[config.mk]
export PLATFORM = sky130hd
export DESIGN_NAME = fold_long_text_lines
export DESIGN_NICKNAME = d
export VERILOG_FILES = /design/src/hdl/flt_pkg.sv /design/src/hdl/fold_long_text_lines.sv /design/src/hdl/flt_csr.sv /design/src/hdl/flt_tab_mod.sv /design/src/hdl/flt_line_mem.sv /design/src/hdl/flt_out_fifo.sv
export SDC_FILE = /design/constraint.sdc
export NUM_CORES = 1
export LEC_CHECK = 0
export BUFFER_PORTS_ARGS = -buffer_cell sky130_fd_sc_hd__buf_2
export CAP_MARGIN = 10
export CORE_MARGIN = 2
export CORE_UTILIZATION = 35
export DETAILED_ROUTE_END_ITERATION = 7
export HOLD_SLACK_MARGIN = 0.06
export PLACE_DENSITY = 0.55
export SLEW_MARGIN = 5
export SYNTH_ARGS = -nofsm -noshare
export SYNTH_HDL_FRONTEND = slang
export SYNTH_HIERARCHICAL = 1
export SYNTH_SLANG_ARGS = --single-unit
[constraint.sdc]
create_clock -name clock -period 7.4 [get_ports clock]
set_input_delay 0.37 -clock clock [delete_from_list [all_inputs] [get_ports clock]]
set_output_delay 0.37 -clock clock [all_outputs]
set_load 0.01 [all_outputs]
[src/hdl/flt_pkg.sv]
package flt_pkg;

   // store depth default, one entry per buffered character
   localparam int STORE_DEPTH = 64;

   // character codes
   localparam logic [7:0] CH_TAB   = 8'd9;
   localparam logic [7:0] CH_NL    = 8'd10;
   localparam logic [7:0] CH_BLANK = 8'd32;

   // control registers
   localparam int          CFG_W       = 6;
   localparam logic [5:0]  FOLD_RESET  = 6'd10;
   localparam logic [5:0]  TAB_RESET   = 6'd8;
   localparam int          CSR_AW      = 3;
   localparam int          CSR_DW      = 32;
   localparam logic        REG_FOLD    = 1'b0;
   localparam logic        REG_TAB     = 1'b1;

   // result queue
   localparam int OUT_DEPTH = 4;
   localparam int OUT_AW    = $clog2(OUT_DEPTH);
   localparam int OUT_CW    = $clog2(OUT_DEPTH + 1);

   typedef struct packed {
      logic [CFG_W-1:0] fold_column;
      logic [CFG_W-1:0] tab_step;
   } cfg_type;

   typedef struct packed {
      logic             done;
      logic [CFG_W-1:0] rem;
   } mod_rsp_type;

   // a tab step of zero behaves as one
   function automatic logic [CFG_W-1:0] tab_eff(input logic [CFG_W-1:0] step);
      tab_eff = (step == '0) ? CFG_W'(1) : step;
   endfunction

endpackage

[src/hdl/fold_long_text_lines.sv]
// Line folder with tab expansion. Text bytes enter one beat at a time on the
// req_ channel and are kept in a line memory of STORE_DEPTH entries; folded
// output lines leave on the rsp_ channel, tlast marking the newline that ends
// the bytes one input beat caused (beats that only extend the line give no
// output). The width (register 0, clamped to 2..STORE_DEPTH) and the tab step
// (register 1, zero acts as one) are to be written over the csr_ port only
// while idle; the block itself does not enforce this. An ordinary byte is
// stored directly. A tab passes through the bit-serial remainder unit and then
// stores its blanks, every blank its own memory write, before it closes the
// run. A fold uses the single read port of the line memory to search back for
// a blank, to emit the stored bytes and the newline, and to move the bytes
// after the cut to the front of the line. Emission runs at one byte per cycle
// while the rsp_ side keeps up; a four-beat result queue separates the two
// sides. Bytes left in the line at end of input are not flushed.
module fold_long_text_lines #(
   parameter int STORE_DEPTH = flt_pkg::STORE_DEPTH
) (
   input  logic                        clock,
   input  logic                        reset,
   input  logic                        req_tvalid,
   output logic                        req_tready,
   input  logic [7:0]                  req_tdata,   // [7:0] in_char
   output logic                        rsp_tvalid,
   input  logic                        rsp_tready,
   output logic [7:0]                  rsp_tdata,   // [7:0] out_char
   output logic                        rsp_tlast,
   input  logic                        csr_psel,
   input  logic                        csr_penable,
   input  logic                        csr_pwrite,
   input  logic [flt_pkg::CSR_AW-1:0]  csr_paddr,
   input  logic [flt_pkg::CSR_DW-1:0]  csr_pwdata,
   output logic [flt_pkg::CSR_DW-1:0]  csr_prdata,
   output logic                        csr_pready
);

   localparam int AW = $clog2(STORE_DEPTH);
   localparam int CW = $clog2(STORE_DEPTH + 1);
   localparam int TW = flt_pkg::CFG_W;
   localparam int QW = flt_pkg::OUT_CW + 1;

   typedef enum logic [2:0] {
      S_IDLE,
      S_TAB_MOD,
      S_TAB_FILL,
      S_SEARCH,
      S_EMIT,
      S_SHIFT
   } state_type;

   flt_pkg::cfg_type     cfg;
   flt_pkg::mod_rsp_type mod_rsp;

   state_type             state_ff, state_in;
   logic [AW-1:0]         col_ff, col_in;
   logic [CW-1:0]         ptr_ff, ptr_in;     // tab fill position
   logic [TW-1:0]         r_ff, r_in;         // ptr modulo tab step
   logic [AW-1:0]         sp_ff, sp_in;       // search read address
   logic [AW-1:0]         chk_ff, chk_in;     // address of read in flight
   logic                  pend_ff, pend_in;   // memory read in flight
   logic [CW-1:0]         len_ff, len_in;     // emit length, also cut point
   logic [CW-1:0]         idx_ff, idx_in;     // emit read index, shift source
   logic [AW-1:0]         dst_ff, dst_in;     // shift destination
   logic                  shift_ff, shift_in;

   logic [6:0]            fold7, w7;
   logic [CW-1:0]         w;
   logic [AW-1:0]         wm1;
   logic [AW-1:0]         pos0;
   logic [TW-1:0]         t_eff;
   logic [7:0]            c;
   logic                  accept;

   logic                  mem_we, mem_re;
   logic [AW-1:0]         mem_waddr, mem_raddr;
   logic [7:0]            mem_wdata, mem_rdata;
   logic                  mod_start;
   logic                  push, push_last;
   logic [7:0]            push_char;
   logic [flt_pkg::OUT_CW-1:0] q_count;
   logic                  credit;

   function automatic logic [TW-1:0] next_r(input logic [TW-1:0] r,
                                            input logic [TW-1:0] t);
      logic [TW:0] s;
      s = {1'b0, r} + (TW+1)'(1);
      next_r = (s == {1'b0, t}) ? '0 : s[TW-1:0];
   endfunction

   flt_csr u_csr (
      .clock       (clock),
      .reset       (reset),
      .csr_psel    (csr_psel),
      .csr_penable (csr_penable),
      .csr_pwrite  (csr_pwrite),
      .csr_paddr   (csr_paddr),
      .csr_pwdata  (csr_pwdata),
      .csr_prdata  (csr_prdata),
      .csr_pready  (csr_pready),
      .cfg         (cfg)
   );

   flt_tab_mod #(.NUM_W(AW)) u_tab_mod (
      .clock    (clock),
      .reset    (reset),
      .start    (mod_start),
      .dividend (pos0),
      .tab_step (cfg.tab_step),
      .rsp      (mod_rsp)
   );

   flt_line_mem #(.DEPTH(STORE_DEPTH), .AW(AW)) u_line_mem (
      .clock (clock),
      .we    (mem_we),
      .waddr (mem_waddr),
      .wdata (mem_wdata),
      .re    (mem_re),
      .raddr (mem_raddr),
      .rdata (mem_rdata)
   );

   flt_out_fifo u_out_fifo (
      .clock      (clock),
      .reset      (reset),
      .push       (push),
      .push_char  (push_char),
      .push_last  (push_last),
      .count      (q_count),
      .rsp_tvalid (rsp_tvalid),
      .rsp_tready (rsp_tready),
      .rsp_tdata  (rsp_tdata),
      .rsp_tlast  (rsp_tlast)
   );

   // effective width and tab step
   assign fold7 = {1'b0, cfg.fold_column};
   assign w7    = (fold7 < 7'd2) ? 7'd2 :
                  ((fold7 > 7'(STORE_DEPTH)) ? 7'(STORE_DEPTH) : fold7);
   assign w     = CW'(w7);
   assign wm1   = AW'(w - CW'(1));
   assign pos0  = (col_ff >= wm1) ? wm1 : col_ff;
   assign t_eff = flt_pkg::tab_eff(cfg.tab_step);

   assign c          = req_tdata;
   assign req_tready = (state_ff == S_IDLE);
   assign accept     = req_tvalid & req_tready;
   // room in the queue for a read issued now
   assign credit     = (QW'(q_count) + QW'(pend_ff)) < QW'(flt_pkg::OUT_DEPTH);

   // sequencer
   always_comb begin
      state_in  = state_ff;
      col_in    = col_ff;
      ptr_in    = ptr_ff;
      r_in      = r_ff;
      sp_in     = sp_ff;
      chk_in    = chk_ff;
      pend_in   = pend_ff;
      len_in    = len_ff;
      idx_in    = idx_ff;
      dst_in    = dst_ff;
      shift_in  = shift_ff;
      mem_we    = 1'b0;
      mem_waddr = '0;
      mem_wdata = '0;
      mem_re    = 1'b0;
      mem_raddr = '0;
      mod_start = 1'b0;
      push      = 1'b0;
      push_char = '0;
      push_last = 1'b0;

      case (state_ff)
         S_IDLE: begin
            if (accept) begin
               mem_we    = 1'b1;
               mem_waddr = pos0;
               mem_wdata = (c == flt_pkg::CH_TAB) ? flt_pkg::CH_BLANK : c;
               pend_in   = 1'b0;
               idx_in    = '0;
               if (c == flt_pkg::CH_TAB) begin
                  mod_start = 1'b1;
                  ptr_in    = CW'(pos0) + CW'(1);
                  state_in  = S_TAB_MOD;
               end else if (c == flt_pkg::CH_NL) begin
                  if (pos0 == '0) begin
                     col_in = '0;
                  end else begin
                     len_in   = CW'(pos0);
                     shift_in = 1'b0;
                     state_in = S_EMIT;
                  end
               end else if (pos0 == wm1) begin
                  // line full: a blank in the last place or width two folds whole
                  if (c == flt_pkg::CH_BLANK || w == CW'(2)) begin
                     len_in   = w;
                     shift_in = 1'b0;
                     state_in = S_EMIT;
                  end else begin
                     sp_in    = AW'(w - CW'(2));
                     state_in = S_SEARCH;
                  end
               end else begin
                  col_in = pos0 + AW'(1);
               end
            end
         end

         S_TAB_MOD: begin
            if (mod_rsp.done) begin
               r_in     = next_r(mod_rsp.rem, t_eff);
               state_in = S_TAB_FILL;
            end
         end

         // one blank per cycle up to the next stop or the line end
         S_TAB_FILL: begin
            if (ptr_ff >= w) begin
               len_in   = w;
               idx_in   = '0;
               shift_in = 1'b0;
               state_in = S_EMIT;
            end else if (r_ff == '0) begin
               col_in   = AW'(ptr_ff);
               state_in = S_IDLE;
            end else begin
               mem_we    = 1'b1;
               mem_waddr = AW'(ptr_ff);
               mem_wdata = flt_pkg::CH_BLANK;
               ptr_in    = ptr_ff + CW'(1);
               r_in      = next_r(r_ff, t_eff);
            end
         end

         // backward scan for a blank, one read per cycle
         S_SEARCH: begin
            if (pend_ff && mem_rdata == flt_pkg::CH_BLANK) begin
               len_in   = CW'(chk_ff) + CW'(1);
               idx_in   = '0;
               shift_in = 1'b1;
               pend_in  = 1'b0;
               state_in = S_EMIT;
            end else if (pend_ff && chk_ff == AW'(1)) begin
               len_in   = w;
               idx_in   = '0;
               shift_in = 1'b0;
               pend_in  = 1'b0;
               state_in = S_EMIT;
            end else begin
               mem_re    = 1'b1;
               mem_raddr = sp_ff;
               pend_in   = 1'b1;
               chk_in    = sp_ff;
               sp_in     = sp_ff - AW'(1);
            end
         end

         // stream stored bytes to the queue, then the newline
         S_EMIT: begin
            if (pend_ff) begin
               push      = 1'b1;
               push_char = mem_rdata;
            end
            if (idx_ff < len_ff && credit) begin
               mem_re    = 1'b1;
               mem_raddr = AW'(idx_ff);
               idx_in    = idx_ff + CW'(1);
               pend_in   = 1'b1;
            end else begin
               pend_in = 1'b0;
            end
            if (idx_ff == len_ff && !pend_ff &&
                q_count < flt_pkg::OUT_CW'(flt_pkg::OUT_DEPTH)) begin
               push      = 1'b1;
               push_char = flt_pkg::CH_NL;
               push_last = 1'b1;
               if (shift_ff) begin
                  idx_in   = len_ff;
                  dst_in   = '0;
                  state_in = S_SHIFT;
               end else begin
                  col_in   = '0;
                  state_in = S_IDLE;
               end
            end
         end

         // move the tail after the cut to the front of the line
         S_SHIFT: begin
            if (pend_ff) begin
               mem_we    = 1'b1;
               mem_waddr = dst_ff;
               mem_wdata = mem_rdata;
               dst_in    = dst_ff + AW'(1);
            end
            if (idx_ff < w) begin
               mem_re    = 1'b1;
               mem_raddr = AW'(idx_ff);
               idx_in    = idx_ff + CW'(1);
               pend_in   = 1'b1;
            end else begin
               pend_in = 1'b0;
               if (!pend_ff) begin
                  col_in   = dst_ff;
                  state_in = S_IDLE;
               end
            end
         end

         default: begin
            state_in = S_IDLE;
            pend_in  = 1'b0;
         end
      endcase
   end

   always_ff @(posedge clock) begin
      if (reset) begin
         state_ff <= S_IDLE;
         col_ff   <= '0;
         pend_ff  <= 1'b0;
         shift_ff <= 1'b0;
      end else begin
         state_ff <= state_in;
         col_ff   <= col_in;
         pend_ff  <= pend_in;
         shift_ff <= shift_in;
      end
      ptr_ff <= ptr_in;
      r_ff   <= r_in;
      sp_ff  <= sp_in;
      chk_ff <= chk_in;
      len_ff <= len_in;
      idx_ff <= idx_in;
      dst_ff <= dst_in;
   end

endmodule

[src/hdl/flt_csr.sv]
module flt_csr (
   input  logic                        clock,
   input  logic                        reset,
   input  logic                        csr_psel,
   input  logic                        csr_penable,
   input  logic                        csr_pwrite,
   input  logic [flt_pkg::CSR_AW-1:0]  csr_paddr,
   input  logic [flt_pkg::CSR_DW-1:0]  csr_pwdata,
   output logic [flt_pkg::CSR_DW-1:0]  csr_prdata,
   output logic                        csr_pready,
   output flt_pkg::cfg_type            cfg
);

   logic [flt_pkg::CFG_W-1:0] fold_ff, fold_in;
   logic [flt_pkg::CFG_W-1:0] tab_ff, tab_in;
   logic                      wr_en;
   logic                      reg_sel;

   assign csr_pready = 1'b1;
   assign wr_en      = csr_psel & csr_penable & csr_pwrite & csr_pready;
   // word-aligned decode, byte lane bits ignored
   assign reg_sel    = csr_paddr[2];

   always_comb begin
      fold_in = fold_ff;
      tab_in  = tab_ff;
      if (wr_en) begin
         case (reg_sel)
            flt_pkg::REG_FOLD: fold_in = csr_pwdata[flt_pkg::CFG_W-1:0];
            flt_pkg::REG_TAB:  tab_in  = csr_pwdata[flt_pkg::CFG_W-1:0];
            default: ;
         endcase
      end
   end

   always_ff @(posedge clock) begin
      if (reset) begin
         fold_ff <= flt_pkg::FOLD_RESET;
         tab_ff  <= flt_pkg::TAB_RESET;
      end else begin
         fold_ff <= fold_in;
         tab_ff  <= tab_in;
      end
   end

   // read back
   always_comb begin
      case (reg_sel)
         flt_pkg::REG_FOLD: csr_prdata = flt_pkg::CSR_DW'(fold_ff);
         flt_pkg::REG_TAB:  csr_prdata = flt_pkg::CSR_DW'(tab_ff);
         default:           csr_prdata = '0;
      endcase
   end

   assign cfg.fold_column = fold_ff;
   assign cfg.tab_step    = tab_ff;

endmodule

[src/hdl/flt_tab_mod.sv]
module flt_tab_mod #(
   parameter int NUM_W = 6
) (
   input  logic                       clock,
   input  logic                       reset,
   input  logic                       start,
   input  logic [NUM_W-1:0]           dividend,
   input  logic [flt_pkg::CFG_W-1:0]  tab_step,
   output flt_pkg::mod_rsp_type       rsp
);

   // bit-serial restoring remainder, one dividend bit per cycle
   localparam int CNT_W = $clog2(NUM_W + 1);

   logic [NUM_W-1:0]          num_ff, num_in;
   logic [flt_pkg::CFG_W-1:0] rem_ff, rem_in;
   logic [CNT_W-1:0]          cnt_ff, cnt_in;
   logic                      busy_ff, busy_in;
   logic                      done_ff, done_in;
   logic [flt_pkg::CFG_W-1:0] divisor;
   logic [flt_pkg::CFG_W:0]   sh;

   assign divisor = flt_pkg::tab_eff(tab_step);
   assign sh      = {rem_ff, num_ff[NUM_W-1]};

   always_comb begin
      num_in  = num_ff;
      rem_in  = rem_ff;
      cnt_in  = cnt_ff;
      busy_in = busy_ff;
      done_in = 1'b0;
      if (start) begin
         num_in  = dividend;
         rem_in  = '0;
         cnt_in  = CNT_W'(NUM_W);
         busy_in = 1'b1;
      end else if (busy_ff) begin
         num_in = num_ff << 1;
         if (sh >= {1'b0, divisor}) begin
            rem_in = flt_pkg::CFG_W'(sh - {1'b0, divisor});
         end else begin
            rem_in = sh[flt_pkg::CFG_W-1:0];
         end
         cnt_in = cnt_ff - CNT_W'(1);
         if (cnt_ff == CNT_W'(1)) begin
            busy_in = 1'b0;
            done_in = 1'b1;
         end
      end
   end

   always_ff @(posedge clock) begin
      if (reset) begin
         busy_ff <= 1'b0;
         done_ff <= 1'b0;
         cnt_ff  <= '0;
      end else begin
         busy_ff <= busy_in;
         done_ff <= done_in;
         cnt_ff  <= cnt_in;
      end
      num_ff <= num_in;
      rem_ff <= rem_in;
   end

   assign rsp.done = done_ff;
   assign rsp.rem  = rem_ff;

endmodule

[src/hdl/flt_line_mem.sv]
module flt_line_mem #(
   parameter int DEPTH = 64,
   parameter int AW    = 6
) (
   input  logic          clock,
   input  logic          we,
   input  logic [AW-1:0] waddr,
   input  logic [7:0]    wdata,
   input  logic          re,
   input  logic [AW-1:0] raddr,
   output logic [7:0]    rdata
);

   logic [7:0] mem_ff [DEPTH];
   logic [7:0] rdata_ff;

   // one write port, one registered read port
   always_ff @(posedge clock) begin
      if (we) begin
         mem_ff[waddr] <= wdata;
      end
      if (re) begin
         rdata_ff <= mem_ff[raddr];
      end
   end

   assign rdata = rdata_ff;

endmodule

[src/hdl/flt_out_fifo.sv]
module flt_out_fifo (
   input  logic                        clock,
   input  logic                        reset,
   input  logic                        push,
   input  logic [7:0]                  push_char,
   input  logic                        push_last,
   output logic [flt_pkg::OUT_CW-1:0]  count,
   output logic                        rsp_tvalid,
   input  logic                        rsp_tready,
   output logic [7:0]                  rsp_tdata,
   output logic                        rsp_tlast
);

   logic [7:0]                 char_ff [flt_pkg::OUT_DEPTH];
   logic                       last_ff [flt_pkg::OUT_DEPTH];
   logic [flt_pkg::OUT_AW-1:0] wr_ptr_ff, wr_ptr_in;
   logic [flt_pkg::OUT_AW-1:0] rd_ptr_ff, rd_ptr_in;
   logic [flt_pkg::OUT_CW-1:0] cnt_ff, cnt_in;
   logic                       pop;

   assign pop = rsp_tvalid & rsp_tready;

   always_comb begin
      wr_ptr_in = wr_ptr_ff;
      rd_ptr_in = rd_ptr_ff;
      cnt_in    = cnt_ff;
      if (push) begin
         wr_ptr_in = wr_ptr_ff + flt_pkg::OUT_AW'(1);
      end
      if (pop) begin
         rd_ptr_in = rd_ptr_ff + flt_pkg::OUT_AW'(1);
      end
      case ({push, pop})
         2'b10:   cnt_in = cnt_ff + flt_pkg::OUT_CW'(1);
         2'b01:   cnt_in = cnt_ff - flt_pkg::OUT_CW'(1);
         default: cnt_in = cnt_ff;
      endcase
   end

   always_ff @(posedge clock) begin
      if (reset) begin
         wr_ptr_ff <= '0;
         rd_ptr_ff <= '0;
         cnt_ff    <= '0;
      end else begin
         wr_ptr_ff <= wr_ptr_in;
         rd_ptr_ff <= rd_ptr_in;
         cnt_ff    <= cnt_in;
      end
      if (push) begin
         char_ff[wr_ptr_ff] <= push_char;
         last_ff[wr_ptr_ff] <= push_last;
      end
   end

   assign count      = cnt_ff;
   assign rsp_tvalid = (cnt_ff != '0);
   assign rsp_tdata  = char_ff[rd_ptr_ff];
   assign rsp_tlast  = last_ff[rd_ptr_ff];

endmodule
**After elaboration in Yosys (flattened, before gate mapping)**

Memory sizes are Yosys's and may differ from the RTL's. A register that Yosys moved wholly into a read port is not among the register bits.
Index checks and enable logic that the tools add are counted.

- Reductions and logical operators: 36
- Multiplexer cells: 140
- $add $sub $neg: 18
- Bitwise gates (word level): 9
- Order comparisons: 9
- Eq/ne operators: 47

Operators with widths:

| kind | number |
|---|---|
| $mux W6 | 41 |
| $mux W7 | 23 |
| $pmux W32 S2 | 1 |
| $mux W3 | 17 |
| $mux W8 | 5 |
| $pmux W6 S2 | 3 |
| $pmux W6 S3 | 2 |
| $pmux W7 S5 | 1 |
| $mux W1 | 33 |
| $ne A2 B2 Y1 const B | 16 |
| $add A6 B1 Y7 const B | 4 |
| $pmux W6 S4 | 1 |
| $pmux W8 S3 | 1 |
| $pmux W7 S3 | 1 |
| $logic_not A6 Y1 | 3 |
| $pmux W3 S6 | 1 |
| $eq A8 B4 Y1 const B | 2 |
| $eq A8 B6 Y1 const B | 2 |
| $reduce_and A8 Y1 | 2 |
| $add A7 B1 Y7 const B | 2 |
| $eq A7 B6 Y1 | 2 |
| $lt A7 B7 Y1 | 2 |
| $pmux W7 S2 | 1 |
| $add A6 B1 Y6 const B | 2 |
| other kinds (51) | 91 |

- Register bits after elaboration: 92
- Memories: 3
- Bits in writable memories: 548
- Bits of input ports: 50
- Logic and storage cells: 284

Memory list:

| memory | words | bits a word | rd ports | clocked after Yosys merged registers in | wr ports | RTL line | text |
|---|---|---|---|---|---|---|---|
| u_line_mem.mem_ff | 64 | 8 | 1 | 1 | 1 | flt_line_mem.sv:14 | `logic [7:0] mem_ff [DEPTH];` |
| u_out_fifo.char_ff | 4 | 8 | 1 | 1 | 1 | flt_out_fifo.sv:14 | `logic [7:0] char_ff [flt_pkg::OUT_DEPTH];` |
| u_out_fifo.last_ff | 4 | 1 | 1 | 1 | 1 | flt_out_fifo.sv:15 | `logic last_ff [flt_pkg::OUT_DEPTH];` |

**Logic depth before layout (Yosys ltp)**

- Depth in word-level cells: 12
- Gate-level depth with buffers: 20
- Gate-level depth less buffers: 19

**Cells and area by module**

Netlist, hierarchy kept.

Modules (own cells, without submodules):

| module | cells each | seq. area each (µm²) | instances | area an instance (µm²) |
|---|---|---|---|---|
| flt_line_mem | 972 | 15615.0 | 1 | 20270.7 |
| fold_long_text_lines | 654 | 1571.5 | 1 | 5356.4 |
| flt_out_fifo | 94 | 1261.2 | 1 | 1759.2 |
| flt_tab_mod | 112 | 400.4 | 1 | 1059.8 |
| flt_csr | 87 | 240.2 | 1 | 815.8 |

**Worst setup path after synthesis**

Ideal clock, no wire load.

- Kind: register -> register
- From: reg u_csr/fold_ff[3] (netlist bit)
- To: mem u_line_mem.mem_ff[28][0] (enable)
- Data arrival time: 5.040 ns
- Path buffers: 3
- Cell stages (with the launch flop): 20
- Data required time: 7.030 ns
- Setup slack: 1.990 ns
- Setup time: 0.370 ns
- Cell sequence: dfxtp_1 -> buf_2 -> or3_4 -> o31ai_2 -> ha_1 -> xor2_1 -> inv_1 -> ha_1 -> a21oi_1 -> o21ai_0 -> a211o_1 -> o211ai_2 -> a21oi_1 -> or2_2 -> o21ai_0 -> clkbuf_1 -> or3b_2 -> or2_2 -> clkbuf_1 -> nor2_1

- Longest elaborated chain between the ends: 8
- Elaborated cells between the ends (all ways): 15
- Classes of those cells: 1 x add/sub; 4 x order compare; 10 x mux

RTL lines:

| what | RTL line | text |
|---|---|---|
| start: declaration | flt_csr.sv:14 | `logic [flt_pkg::CFG_W-1:0] fold_ff, fold_in;` |
| start signal: assignment | flt_csr.sv:38 | `fold_ff <= flt_pkg::FOLD_RESET;` |
| start signal: assignment | flt_csr.sv:41 | `fold_ff <= fold_in;` |
| $gt A6 B7 Y1 | fold_long_text_lines.sv:137 | `((fold7 > 7'(STORE_DEPTH)) ? 7'(STORE_DEPTH) : fold7);` |
| $mux W7 | fold_long_text_lines.sv:137 |  |
| $mux W7 * | fold_long_text_lines.sv:136 | `assign w7 = (fold7 < 7'd2) ? 7'd2 :` |
| $sub A6 B1 Y6 | fold_long_text_lines.sv:139 | `assign wm1 = AW'(w - CW'(1));` |
| $ge A6 B6 Y1 | fold_long_text_lines.sv:140 | `assign pos0 = (col_ff >= wm1) ? wm1 : col_ff;` |
| $mux W6 | fold_long_text_lines.sv:140 |  |
| $mux W6 | fold_long_text_lines.sv:174 | `if (accept) begin` |
| $pmux W6 S3 * | fold_long_text_lines.sv:172 | `case (state_ff)` |
| via mem_waddr[2] | fold_long_text_lines.sv:74 | `logic [AW-1:0] mem_waddr, mem_raddr;` |
| end: declaration | flt_line_mem.sv:14 |  |

The timed path passes the listed nets; every way through them passes the cells marked *.

**Worst setup path in the final report**

- From: reg u_csr/fold_ff[3] (netlist bit)
- To: mem u_line_mem.mem_ff[60][5] (enable)

Same word-level chain as after synthesis.

==> reports/qor.yml <==
outcome:
  outcome: "finished, final reports clean"
synthesis:
  synthTopCellsByArea: "edfxtp_1 (62%), mux4_2 (10%), dfxtp_1 (2.9%)"
  synth_simple_gate_area_share_pct: 8.03
  synth_cells: 1919
  yosysMostFrequentCell: "edfxtp_1"
  synth_top_area_share_pct: 62.3
  synth-compound-area-share_pct: 7.42
  syn_area_per_cell_um2: 15.2
  synth_cell_types: 93
  muxShareOfSynthArea_pct: 12.0
  ys_seq_area_share_pct: 65.2
  yosysTopAreaCell: "edfxtp_1"
  synth_top_family_by_area: "multiplexers"
  ys_ff_latch: 650
  syn_area_mm2: 0.0293
  synth-main-ff-cell: "edfxtp_1"
  post_synth_fa_ha_maj_area_fraction_pct: 2.27
  synth_common_cells: "edfxtp_1 (607), nor2_1 (178), mux4_2 (133)"
  synthArstFlopShare_pct: 0
  synth-xor-area-share_pct: 1.66
  synth-edff-count: 607
  yosysWarnings: 6
worst_setup_path:
  crit_path_end_kind: "flop"
  startpoint_type: "flop"
  critical-path-top-delay-family: "simple AND/OR/NAND/NOR gates"
  max_stage_delay_ps: 840
  cp_max_fo: 13
  crit_buf_inv: 3
  critical_path_class: "flop to flop"
  crit_path_cell_trace: "or3_4 -> o31ai_2 -> buf_4 -> ha_1 -> xor2_1 -> buf_4 -> inv_1 -> ha_1 -> nand2_1 -> o21ai_0 -> a211o_1 -> o211a_1 -> nor3_1 -> or2_2 -> o21ai_0 -> or3b_2 -> or2_2 -> nor2_1"
  cp.required_ps: 7630
  cp_data_arrival_time_ps: 6850
  crit_slowest_cell: "o21ai_0"
global_routing:
  track_usage_pct: 17.0
  grt_pass1_vias: 17000
  grt_max_degree: 85
  grt-ovfl-total: 0
  antenna_found_initial: 1
  grt_pass1_wl_mm: 110
final_layout:
  seqCellArea_mm2: 0.0191
  drive_gt1_share_pct: 19.3
  diodes: 0
  syn2layout_area_growth_pct: 12.7
  nFillCells: 7520
  final_nets: 2077
  multiInputGateArea_mm2: 0.00931
timing:
  fin_worst_skew_ps: 25.7
  period_needed_ps: 6620
  slew_violations: 0
  relSlewSlack_pct: 28.9
  worst_pin_slew_ps: 1060
  hold_viol: 0
  rsz0062_at_grt: "no"
  min_period_over_period_pct: 89.4
  setup_tns_ps: 0
  hold_ws_ps: 124
  fmax_ghz: 0.151
  setup-violations-final: 0
power_and_ir_drop:
  irDropWorstVdd_mv: 0.140
  power_density_mw_per_mm2: 298
  leakagePower_nw: 10.6
floorplanning:
  num_rows: 106
  start_util_pct: 35.2
  core_mm2: 0.0832
  dieArea_mm2: 0.0859
  die_y_um: 293
  die_w_um: 293
  ios: 94
drt:
  routed_wl_mm: 73.2
  wl_per_cell_um: 23.5
  first_pass_iters: 5
  vias_per_cell: 5.53
  drtAntennaViolNets: 0
  drc: 0
  vias: 17200
  drt_iter0_markers: 1641
worst_hold_path:
  hold_path.class: "input port to flop"
placed_design:
  dp_hpwl_mm: 48.4
  gp_congestion: 0.870
  numPortBuffers: 38
clock_tree:
  clk_latency_ps: 610
  cts_tree: "built"
  ctsHtreeMaxLevel: 3
  post_cts_buffers: 0
  clk_pin_slew_worst_paths_ps: 60
  clockRootBuffer: "clkbuf_16"
  cts_buffers: 70
  cts.sinks: 650
  cts_buffer_depth: 3
flow_run:
  maxCapViolations: 0
kinds of logic (layout without fill, tap and decap cells):
| group | after synthesis | after routing |
|---|---|---|
| flops | 650 | 650 |
| simple gates | 484 | 484 |
| compound gates | 305 | 305 |
| buf+inv | 190 | 278 |
| mux | 183 | 183 |
| xor+xnor | 53 | 53 |
| fa+ha+maj | 52 | 52 |
| other cells | 2 | 27 |
per-stage QoR:
stage                     worst slack, ps  utilization (%)  cell area, µm²  power [mW]  cells
after floorplan                      1990                -           29400        5.63   1944
after global placement                895             36.7           30500        6.18   2979
after detailed placement              889             36.7           30500        6.21   2979
after CTS                             887             39.7           33000        9.90   3111
after global routing                  391             39.7           33000        10.2   3112
final                                 781             39.7           33000        9.83   3112
final timing paths:
path | depth (start not counted) | start | endpoint | slack (ps)
setup reg to reg | 18 | u_csr/fold_ff[3] | u_line_mem/mem_ff[60][5] | 780
hold / removal | 3 | csr_pwdata[5] | u_csr/fold_ff[5] | 120
setup / recovery | 18 | u_csr/fold_ff[3] | u_line_mem/mem_ff[60][5] | 780
hold reg to reg | 2 | u_out_fifo/rd_ptr_ff[1] | u_out_fifo/rd_ptr_ff[1] | 520
layout by cell type, fill, tap and decap left out, types with 28 or more instances in the layout:
cell and n:
mux4_2 133, buf_2 38, dfxtp_1 43, nor2_1 178, a21oi_1 47, inv_1 60
nand2_1 84, mux2i_1 36, buf_4 42, ha_1 49, edfxtp_1 607, nand3_1 48
o21ai_0 45, xor2_1 28, o22ai_1 28, clkbuf_16 71
state kept, by name (all words and copies together), names as in the netlist, 7 cells and up, named ones only:
signal and cells:
u_line_mem/mem_ff 512, len_ff 7, ptr_ff 7, u_line_mem/rdata 8, idx_ff 7, u_out_fifo/char_ff 32
worst reg2reg max path: stages (launching register included):
cell	delay, ps
dfxtp_1	480
or3_4	500
o31ai_2	180
buf_4	220
ha_1	190
xor2_1	150
buf_4	160
inv_1	90
ha_1	300
nand2_1	50
o21ai_0	420
a211o_1	230
o211a_1	310
nor3_1	90
or2_2	370
o21ai_0	840
or3b_2	540
or2_2	430
nor2_1	710
metal layers:
layer	vias up	routed length, µm	track usage, %
li1	7621	-	-
met1	8827	31100	23.0
met2	612	35000	27.4
met3	134	4840	3.18
met4	2	2310	6.15
met5	-	13	0
power by group:
part	internal (mW)	total, mW	leakage [nW]	switching [mW]
registers	4.32	4.48	5.83	0.160
clock network	2.18	3.67	1.16	1.49
logic	0.585	1.68	3.59	1.10
what timing repair did:
action,CTS,global route
hold buffers,4,0
endpoints found under the hold margin,8,0
setup endpoints to repair,0,0
resized for setup,0,0
cell type report:
cell class | instances | share of cell area, %
Sequential cell | 650 | 57.9
Multi-Input combinational cell | 1104 | 28.2
Clock buffer | 77 | 5.48
Tap cell | 1080 | 4.10
Clock inverter | 51 | 1.90
Timing Repair Buffer | 85 | 1.67
Inverter | 65 | 0.762
(Power assumes the default switching activity.)
